`src/design/descending_priority_queue_macros.svh`:
```
// assertion macros used by the queue top level
// expects clock and reset to be visible where a macro is used
`ifndef DESCENDING_PRIORITY_QUEUE_MACROS_SVH
`define DESCENDING_PRIORITY_QUEUE_MACROS_SVH

// property checked on every edge outside reset
`define DPQ_ASSERT(lbl, prop, msg) \
   lbl: assert property (@(posedge clock) disable iff (reset) (prop)) else $error(msg);

// antecedent on one edge, consequent on the next
`define DPQ_ASSERT_NEXT(lbl, cause, effect, msg) \
   lbl: assert property (@(posedge clock) disable iff (reset) (cause) |=> (effect)) \
      else $error(msg);

`endif

```
`src/design/dpq_pkg.sv`:
```
// shared types and codes for the descending priority queue
// no dependencies
`timescale 1ns / 1ps

package dpq_pkg;

   typedef enum logic [1:0] {
      CMD_INSERT = 2'd0,
      CMD_REMOVE = 2'd1,
      CMD_CLEAR  = 2'd2,
      CMD_NOP    = 2'd3
   } cmd_type;

   typedef enum logic [1:0] {
      STATUS_DONE      = 2'd0,
      STATUS_OVERFLOW  = 2'd1,
      STATUS_UNDERFLOW = 2'd2
   } status_type;

   // per-cell write controls
   typedef struct packed {
      logic               load;
      logic               shift;
      logic signed [31:0] data;
   } cell_ctl_type;

   // running maximum handed from cell to cell
   typedef struct packed {
      logic               valid;
      logic signed [31:0] value;
   } best_type;

endpackage

```
`src/design/descending_priority_queue.sv`:
```
// Bounded max-priority queue of signed 32-bit values held in insertion order in a row of
// CAPACITY cells. Commands: insert, remove maximum (earliest of equal maxima), clear; each
// returns one response with status, removed value and entry count. Each cell keeps the
// maximum of itself and all later cells, and that running maximum moves one cell per cycle
// toward the head. After an insert or a successful remove the queue therefore stays busy
// until a settle counter, loaded with the entry count after the command, has run down to
// zero; clear, no-op, overflow and underflow leave the settle counter at zero. The
// response is registered; a response that waits holds off the next request, which is
// accepted at the earliest in the cycle in which that response is taken.
// Depends on dpq_pkg, dpq_cell and descending_priority_queue_macros.svh.
`timescale 1ns / 1ps
`include "descending_priority_queue_macros.svh"

module descending_priority_queue
   import dpq_pkg::*;
#(
   parameter int CAPACITY = 8
) (
   input  logic               clock,
   input  logic               reset,
   input  logic               req_valid,
   output logic               req_ready,
   input  logic [1:0]         req_command,
   input  logic signed [31:0] req_value,
   output logic               rsp_valid,
   input  logic               rsp_ready,
   output logic [1:0]         rsp_status,
   output logic signed [31:0] rsp_removed_value,
   output logic [3:0]         rsp_entries_held
);

   localparam int CNT_W = $clog2(CAPACITY + 1);
   localparam int POS_W = $clog2(CAPACITY);

   logic [CNT_W-1:0]   count_ff, count_in;
   logic [CNT_W-1:0]   settle_ff, settle_in;
   logic               rsp_valid_ff, rsp_valid_in;
   status_type         status_ff, status_in;
   logic signed [31:0] removed_ff, removed_in;
   logic [3:0]         held_ff, held_in;

   logic               accept;
   cmd_type            cmd;
   logic               full, empty;

   cell_ctl_type       ctl     [CAPACITY];
   logic               valid_v [CAPACITY];
   logic signed [31:0] val_v   [CAPACITY+1];
   best_type           best_v  [CAPACITY+1];
   logic [POS_W-1:0]   pos_v   [CAPACITY+1];

   assign cmd       = cmd_type'(req_command);
   assign full      = (count_ff == CNT_W'(CAPACITY));
   assign empty     = (count_ff == '0);
   assign req_ready = (settle_ff == '0) && (!rsp_valid_ff || rsp_ready);
   assign accept    = req_valid && req_ready;

   // end of the row: nothing beyond the last cell
   assign val_v[CAPACITY]  = '0;
   assign best_v[CAPACITY] = '{valid: 1'b0, value: '0};
   assign pos_v[CAPACITY]  = '0;

   for (genvar i = 0; i < CAPACITY; i++) begin : g_cell
      assign valid_v[i]   = (CNT_W'(i) < count_ff);
      assign ctl[i].load  = accept && (cmd == CMD_INSERT) && !full && (count_ff == CNT_W'(i));
      assign ctl[i].shift = accept && (cmd == CMD_REMOVE) && !empty
                            && (CNT_W'(i) >= CNT_W'(pos_v[0]));
      assign ctl[i].data  = req_value;

      dpq_cell #(
         .POS_W (POS_W)
      ) u_cell (
         .clock      (clock),
         .ctl        (ctl[i]),
         .here_valid (valid_v[i]),
         .here_pos   (POS_W'(i)),
         .nb_value   (val_v[i+1]),
         .nb_best    (best_v[i+1]),
         .nb_pos     (pos_v[i+1]),
         .value      (val_v[i]),
         .best       (best_v[i]),
         .best_pos   (pos_v[i])
      );
   end

   always_comb begin
      count_in     = count_ff;
      settle_in    = (settle_ff != '0) ? settle_ff - CNT_W'(1) : settle_ff;
      rsp_valid_in = rsp_valid_ff && !rsp_ready;
      status_in    = status_ff;
      removed_in   = removed_ff;
      held_in      = held_ff;
      if (accept) begin
         rsp_valid_in = 1'b1;
         status_in    = STATUS_DONE;
         removed_in   = '0;
         unique case (cmd)
            CMD_INSERT: begin
               if (full) begin
                  status_in = STATUS_OVERFLOW;
               end else begin
                  count_in  = count_ff + CNT_W'(1);
                  settle_in = count_ff + CNT_W'(1);
               end
            end
            CMD_REMOVE: begin
               if (empty) begin
                  status_in = STATUS_UNDERFLOW;
               end else begin
                  removed_in = best_v[0].value;
                  count_in   = count_ff - CNT_W'(1);
                  settle_in  = count_ff - CNT_W'(1);
               end
            end
            CMD_CLEAR: begin
               count_in  = '0;
               settle_in = '0;
            end
            CMD_NOP: begin
            end
         endcase
         held_in = 4'(count_in);
      end
   end

   always_ff @(posedge clock) begin
      if (reset) begin
         count_ff     <= '0;
         settle_ff    <= '0;
         rsp_valid_ff <= 1'b0;
      end else begin
         count_ff     <= count_in;
         settle_ff    <= settle_in;
         rsp_valid_ff <= rsp_valid_in;
      end
      status_ff  <= status_in;
      removed_ff <= removed_in;
      held_ff    <= held_in;
   end

   assign rsp_valid         = rsp_valid_ff;
   assign rsp_status        = status_ff;
   assign rsp_removed_value = removed_ff;
   assign rsp_entries_held  = held_ff;

   `DPQ_ASSERT(a_count_bound, count_ff <= CNT_W'(CAPACITY), "entry count above capacity")
   `DPQ_ASSERT(a_settle_bound, settle_ff <= count_ff, "settle wait longer than entry count")
   `DPQ_ASSERT_NEXT(a_rsp_follows, accept, rsp_valid_ff, "no response after accepted transaction")
   `DPQ_ASSERT_NEXT(a_remove_shrinks, accept && cmd == CMD_REMOVE && !empty, count_ff == $past(count_ff) - CNT_W'(1), "remove did not shrink count")
   `DPQ_ASSERT(a_underflow_zero, !(rsp_valid_ff && status_ff == STATUS_UNDERFLOW) || (removed_ff == '0), "underflow response carries a value")

endmodule

```
`src/design/dpq_cell.sv`:
```
// one storage cell: holds an entry and the maximum of itself and all later entries
// depends on dpq_pkg
`timescale 1ns / 1ps

module dpq_cell
   import dpq_pkg::*;
#(
   parameter int POS_W = 3
) (
   input  logic               clock,
   input  cell_ctl_type       ctl,
   input  logic               here_valid,
   input  logic [POS_W-1:0]   here_pos,
   input  logic signed [31:0] nb_value,
   input  best_type           nb_best,
   input  logic [POS_W-1:0]   nb_pos,
   output logic signed [31:0] value,
   output best_type           best,
   output logic [POS_W-1:0]   best_pos
);

   logic signed [31:0] value_ff, value_in;
   best_type           best_ff, best_in;
   logic [POS_W-1:0]   pos_ff, pos_in;

   always_comb begin
      value_in = value_ff;
      if (ctl.load) begin
         value_in = ctl.data;
      end else if (ctl.shift) begin
         value_in = nb_value;
      end
   end

   // ties keep this cell, so the earliest entry wins
   always_comb begin
      if (!here_valid) begin
         best_in = '{valid: 1'b0, value: '0};
         pos_in  = '0;
      end else if (!nb_best.valid || value_ff >= nb_best.value) begin
         best_in = '{valid: 1'b1, value: value_ff};
         pos_in  = here_pos;
      end else begin
         best_in = nb_best;
         pos_in  = nb_pos;
      end
   end

   always_ff @(posedge clock) begin
      value_ff <= value_in;
      best_ff  <= best_in;
      pos_ff   <= pos_in;
   end

   // an empty cell never offers a maximum, even while its register is stale
   assign value    = value_ff;
   assign best     = '{valid: best_ff.valid && here_valid, value: best_ff.value};
   assign best_pos = pos_ff;

endmodule

```
`config.mk`:
```
export PLATFORM = sky130hd
export DESIGN_NAME = descending_priority_queue
export DESIGN_NICKNAME = d
export VERILOG_FILES = /design/src/design/dpq_pkg.sv /design/src/design/descending_priority_queue.sv /design/src/design/dpq_cell.sv
export VERILOG_INCLUDE_DIRS = /design/src /design/src/design
export SDC_FILE = /design/constraint.sdc
export NUM_CORES = 1
export LEC_CHECK = 0
export BUFFER_PORTS_ARGS = -buffer_cell sky130_fd_sc_hd__buf_2
export CAP_MARGIN = 20
export CORE_ASPECT_RATIO = 1.25
export CORE_MARGIN = 2
export CORE_UTILIZATION = 45
export DETAILED_ROUTE_END_ITERATION = 12
export GPL_TIMING_DRIVEN = 0
export MAX_ROUTING_LAYER = met4
export SLEW_MARGIN = 15
export SYNTH_ARGS = -nofsm -noshare
export SYNTH_HDL_FRONTEND = slang
export SYNTH_HIERARCHICAL = 1
export SYNTH_SLANG_ARGS = --single-unit
```
`constraint.sdc`:
```
create_clock -name clock -period 3.86 [get_ports clock]
set_input_delay 0.386 -clock clock [delete_from_list [all_inputs] [get_ports clock]]
set_output_delay 0.386 -clock clock [all_outputs]
set_load 0.05 [all_outputs]
```
==> results.txt, run 1 <==
----------------------------------------------------
[Run status]
  Run status ... finished, violations left
  Failing checks ... slew limit

[Layout]
  Finished Layout Cells ... 4977
  Nets@finish ... 4160
  Area growth from synthesis to layout ... 13.4%
  Count of fill cells added during filler insertion ... 7413
  Share of post-route cells with drive strength above 1 ... 0.219
  Post-route cell area ... 0.0413 mm2

[Critical path]
  Critical path class ... flip-flop to flip-flop
  Arrival @ worst endpoint ... 4.13 ns
  Worst Setup Start Kind ... flip-flop
  Critical Path RT ... 4.33 ns
  Kind of end point of the critical path ... flip-flop
  Crit Path Max Fanout ... 10

[GRT]
  Overall overflow remaining after global route ... 0
  Wire length of the first global-routing pass ... 133000 um
  Pin count of the biggest net entering global routing ... 45
  Vias in the first global route ... 25200
  Initial antenna violation count ... 0
  Global-route usage over all layers ... 0.210

[Power]
  P_leak ... 0.0161 uW
  Logic gate share of total power ... 0.329
  Power density normalized to cell area ... 542 mW/mm2
  Share of total power consumed by net switching ... 0.313
  Highest ir drop seen on vdd ... 0.297 mV
  Cell Int Power ... 15400 uW
  Reg power frac ... 0.359
  Clock network fraction of total power ... 0.313
  Switching Power ... 7000 uW

[Placement]
  Dpl ws ... -0.581 ns
  Half-perimeter wire length after detailed placement ... 67700 um
  Total placed instance area ... 0.0387 mm2
  Final weighted congestion in routability-driven placement ... 0.893
  Count of input and output buffers ... 76
  Inst Count DP ... 4847

[Timing]
  Number of max-slew violations in the final report ... 4
  Upper clock frequency limit ... 0.273 GHz
  Final Hold Violating Endpoints ... 0
  Skew final ... 0.0163 ns
  Unrepaired setup endpoints after global routing ... false
  Count of final setup violators ... 0
  Worst-margin pin slew ... 1.75 ns
  Post-route minimum period ... 3.66 ns
  Worst slack on hold paths ... 0.117 ns
  Relative max-transition margin ... -0.194
  Worst-case setup margin in the final layout ... 0.196 ns
  Final period utilization ... 0.949

[Routing]
  Met1 layer wirelength in the final routing ... 33600 um
  Routed vias/inst ... 4.97
  Number of DRC markers after the initial detailed-route iteration ... 1217
  Mean routed wirelength per cell ... 17.0 um
  Highest routed metal layer ... met4
  Metal3 WL ... 2220 um
  Detailed-routing iteration count for the pre-antenna-repair pass ... 5
  Vias ... 24700
  Post-Route WL ... 84700 um
  Post-detailed-route DRC marker count ... 0
  Met2 Routed Length ... 44900 um
  Antenna violation net count after detailed routing ... 0

[Clocking]
  CTS tree ... built
  Number of CTS-inserted buffers ... 67
  Clk Tree Root Cell ... clkbuf_16
  Clock Sink Count ... 590
  H-Tree Depth ... 3
  Buffer depth of the longest clock path ... 3
  Clock-pin slew on the worst setup and hold paths ... 0.06 ns
  Insertion delay of the later-clocked pin in the worst-skew pair ... 0.60 ns
  Post-CTS Hold Fix Bufs ... 0

[Die]
  Die area ... 0.0832 mm2
  Starting density of the core ... 0.454
  Die Y ... 322 um
  Core area ... 0.0801 mm2
  IO Pins ... 78
  Horiz. Die Dim ... 258 um
  Total number of placement rows ... 116

[Yosys]
  Number of cells produced by synthesis ... 3551
  Synthesized cell area ... 0.0364 mm2
  Mean Syn Cell Area ... 10.2 um2
  Yosys warning count ... 6

[Hold path]
  Worst hold path class ... input pin to flip-flop

[Job]
  Max-cap violations ... 0

----------------------------------------------------
==> power groups by stage <==
stage | sequential (uW) | clock (uW) | combinational, uW
floorplan | 8460 | 0 | 5350
global placement | 8140 | 0 | 7260
detailed placement | 8150 | 0 | 7360
CTS | 8020 | 7190 | 7410
global route | 8120 | 7400 | 8100
finish | 8020 | 6990 | 7340
==> layout by cell type (no fill, tap or decap), types with 12 or more instances in the layout <==
cell type    n
clkbuf_2    12
nand2b_1    12
edfxtp_1   294
o211ai_1    18
a221o_1    240
buf_2      111
mux2_2     260
clkbuf_16   74
nand4_1     65
nand2_1    630
ha_1       261
buf_6       48
a211oi_1    18
nor2_1      34
clkbuf_1   105
o21ai_0     60
mux2i_1    281
and2_1      44
buf_4      266
a21oi_1    136
conb_1     154
inv_1      307
bufinv_16   13
dfxtp_1    296
==> registers in the layout, summed over array words and instances, names as in the netlist <==
signal                  count
g_cell.u_cell/value       256
count_ff                    4
g_cell.u_cell/best        256
g_cell.u_cell/best_ff       7
rsp_entries_held            4
g_cell.u_cell/best_pos     24
settle_ff                   4
rsp_valid                   1
rsp_removed_value          32
rsp_status                  2
==> path summary, 6_finish.rpt <==
kind,startpoint,to,slack (ns),depth (start not counted)
max,count_ff[0],g_cell[0].u_cell/best_pos[2],0.20,11
min,req_valid,rsp_valid,0.12,3
max reg2reg,count_ff[0],g_cell[0].u_cell/best_pos[2],0.20,11
min reg2reg,g_cell[2].u_cell/best_pos[0],g_cell[1].u_cell/best_pos[0],0.44,2
==> routing by layer <==
metal  up-vias  track usage
met3       167       0.0215
met1     11300        0.215
met2       369        0.396
met4         0        0.102
met5         -            -
li1      12900            -
==> per-stage QoR <==
stage	TNS, ns	power, uW	utilization
finish	0	22400	0.515
global route	0	23600	0.515
CTS	0	22600	0.515
detailed placement	-85.42	15500	0.483
global placement	-175.61	15400	0.483
floorplan	0	13800	-
==> worst max-delay path: stages, from the launching register on <==
cell and delay [ns]:
dfxtp_1 0.47, clkbuf_2 0.28, inv_1 0.12, ha_1 0.38, o21ai_2 0.41, clkbuf_2 0.30
and2_1 0.15, inv_1 0.07, a21oi_1 0.38, o211ai_1 0.21, mux2i_4 0.34, mux2i_1 0.42
==> what timing repair did <==
item                       CTS  global route
pin swaps                    5             2
setup endpoints to repair  339           248
resized for setup           17            15
buffers inserted             0             2
cloned                       5             1
==> final cells by class <==
type	instances	area, um2	area share
antenna	2	5.00	0.000121
buffer	442	3060	0.0742
clock buffer	96	1990	0.0483
clock inverter	25	444	0.0108
inverter	308	1160	0.0280
multi-input combinational	2368	18100	0.439
sequential	590	14800	0.357
tap	1062	1330	0.0322
timing repair buffer	84	425	0.0103
Power figures use the tool's default switching activity.
==> run 2: changes to the inputs <==
Settings changed: REMOVE_ABC_BUFFERS set to 1.
==> run 2 against run 1 <==
Against the previous run:
- the flow still finishes with violations (slew limit)
- utilization is 3.5 points lower
- routed wire length is 13% lower
- worst setup slack improved by 0.044 ns
- worst hold slack got worse by 0.022 ns
- global-route usage down 2.7 points
- register-to-register slack gained 0.04 ns
- total power is 9.1% lower
- critical path depth fell by 2
- fmax up 1.2%
- critical path type unchanged
- largest power group unchanged
- highest routed layer unchanged
==> results.txt, run 2 (synthesis gave the netlist of run 1 again) <==
----------------------------------------------------
[Routing]
  Number of DRC markers after the initial detailed-route iteration ... 921
  Post-Route WL ... 73900 um
  Mean routed wirelength per cell ... 16.2 um
  Antenna violation net count after detailed routing ... 0
  Post-detailed-route DRC marker count ... 0
  Vias ... 23500
  Detailed-routing iteration count for the pre-antenna-repair pass ... 6
  Routed vias/inst ... 5.14

[Clocking]
  Clock Sink Count ... 590
  Number of CTS-inserted buffers ... 60
  H-Tree Depth ... 2
  Post-CTS repair timing setup buffer count ... 0
  Clock-pin slew on the worst setup and hold paths ... 0.06 ns
  Insertion delay of the later-clocked pin in the worst-skew pair ... 0.64 ns
  Buffer depth of the longest clock path ... 3
  Clk Tree Root Cell ... clkbuf_16
  Post-CTS resize count ... 0
  CTS tree ... built
  Post-CTS Hold Fix Bufs ... 0

[Critical path]
  Crit Path Max Fanout ... 22
  Arrival @ worst endpoint ... 4.18 ns
  Worst Setup Start Kind ... flip-flop
  Kind of end point of the critical path ... flip-flop
  Critical Path RT ... 4.42 ns
  R2r startpoint ... g_cell[2].u_cell/value[31]
  Critical path class ... flip-flop to flip-flop
  Crit path from ... g_cell[2].u_cell/value[31]

[GRT]
  Overall overflow remaining after global route ... 0
  Global-route usage over all layers ... 0.183
  Wire length of the first global-routing pass ... 120000 um
  Vias in the first global route ... 23200
  Pin count of the biggest net entering global routing ... 45
  Initial antenna violation count ... 2

[Timing]
  Post-route minimum period ... 3.62 ns
  Skew final ... 0.0272 ns
  Worst-margin pin slew ... 7.21 ns
  Worst-case setup margin in the final layout ... 0.241 ns
  Upper clock frequency limit ... 0.276 GHz
  Final period utilization ... 0.938
  Final Hold Violating Endpoints ... 0
  Number of max-slew violations in the final report ... 31
  Unrepaired setup endpoints after global routing ... false
  Count of final setup violators ... 0
  Relative max-transition margin ... -3.93

[Placement]
  Half-perimeter wire length after detailed placement ... 57700 um
  Dpl ws ... 0.0696 ns
  Inst Count DP ... 4455
  Count of input and output buffers ... 77
  Final weighted congestion in routability-driven placement ... 0.882

[Layout]
  Share of post-route cells with drive strength above 1 ... 0.165
  Most frequent cells in the layout ... nand2_1, inv_1, dfxtp_1
  Final Util ... 0.480
  Most common library cell in the layout ignoring fill and taps ... nand2_1
  Finished Layout Cells ... 4572
  Area growth from synthesis to layout ... 5.73%
  Nets@finish ... 3754

[Power]
  Total Power Consumption ... 20300 uW
  Power density normalized to cell area ... 528 mW/mm2
  P_leak ... 0.0142 uW
  Highest ir drop seen on vdd ... 0.396 mV

[Run status]
  Run status ... finished, violations left
  Failing checks ... slew limit

[Die]
  Core area ... 0.0801 mm2
  Starting density of the core ... 0.454
  IO Pins ... 78
  Die area ... 0.0832 mm2
  Horiz. Die Dim ... 258 um
  Total number of placement rows ... 116
  Die Y ... 322 um

[Job]
  Max-cap violations ... 0

[Hold path]
  Hold path startpoint ... req_valid
  Worst hold path class ... input pin to flip-flop

----------------------------------------------------
run 2: changes by cell type in the layout (fill, tap and decap cells not counted), sizes merged, moves of 4 or more:
cell,delta
buf,-292
clkbuf,-113
inv,+7
or2,-6
bufinv,-4
run 2: worst paths after layout:
path,end,cells past startpoint,slack [ns]
setup / recovery,g_cell[2].u_cell/best[24],9,0.24
hold / removal,rsp_valid,3,0.09
setup reg to reg,g_cell[2].u_cell/best[24],9,0.24
hold reg to reg,g_cell[2].u_cell/best_pos[1],2,0.44
run 2: worst max-delay path, cell delays in order (launching register included):
cell and delay [ns]:
edfxtp_1 0.43, ha_1 0.50, nand4_1 0.21, nor4_2 0.51, nor2_1 0.16, a31o_2 0.40
buf_12 0.24, a221oi_4 0.67, buf_8 0.24, a221o_1 0.17
run 2: layout make-up:
type	instances	area (um2)
repair buffers	133	983
well taps	1062	1330
clock inverters	30	392
clock buffers	84	1730
inverters	308	1160
flip-flops and latches	590	14800
fillers	7474	41600
multi-input cells	2362	18100
diodes	3	7.51
run 2: metal layers:
metal,share of wire,wire length [um],global-route usage,vias to the layer above
met5,0,0,-,-
met4,0.036,2660,0.0649,0
met3,0.028,2070,0.0220,144
met2,0.52,38300,0.337,305
met1,0.42,30900,0.201,10900
li1,-,-,-,12100
run 2: power by group:
part / switching (uW) / leakage [uW] / total [uW] / internal [uW]
sequential: 640 / 0.00509 / 8300 / 7660
clock: 2470 / 0.00105 / 6190 / 3720
combinational: 3470 / 0.00809 / 5830 / 2360
total: 6580 / 0.0142 / 20300 / 13700
run 2: per-stage QoR:
step                      cell area [um2]  setup TNS [ns]  hold WS [ns]
after detailed placement            36300               0         0.436
after CTS                           38500               0        0.0586
after global placement              35600        -1312.33         0.429
final                               38500               0        0.0948
after floorplan                     33900         -388.35         0.424
after global routing                38500               0        0.0832
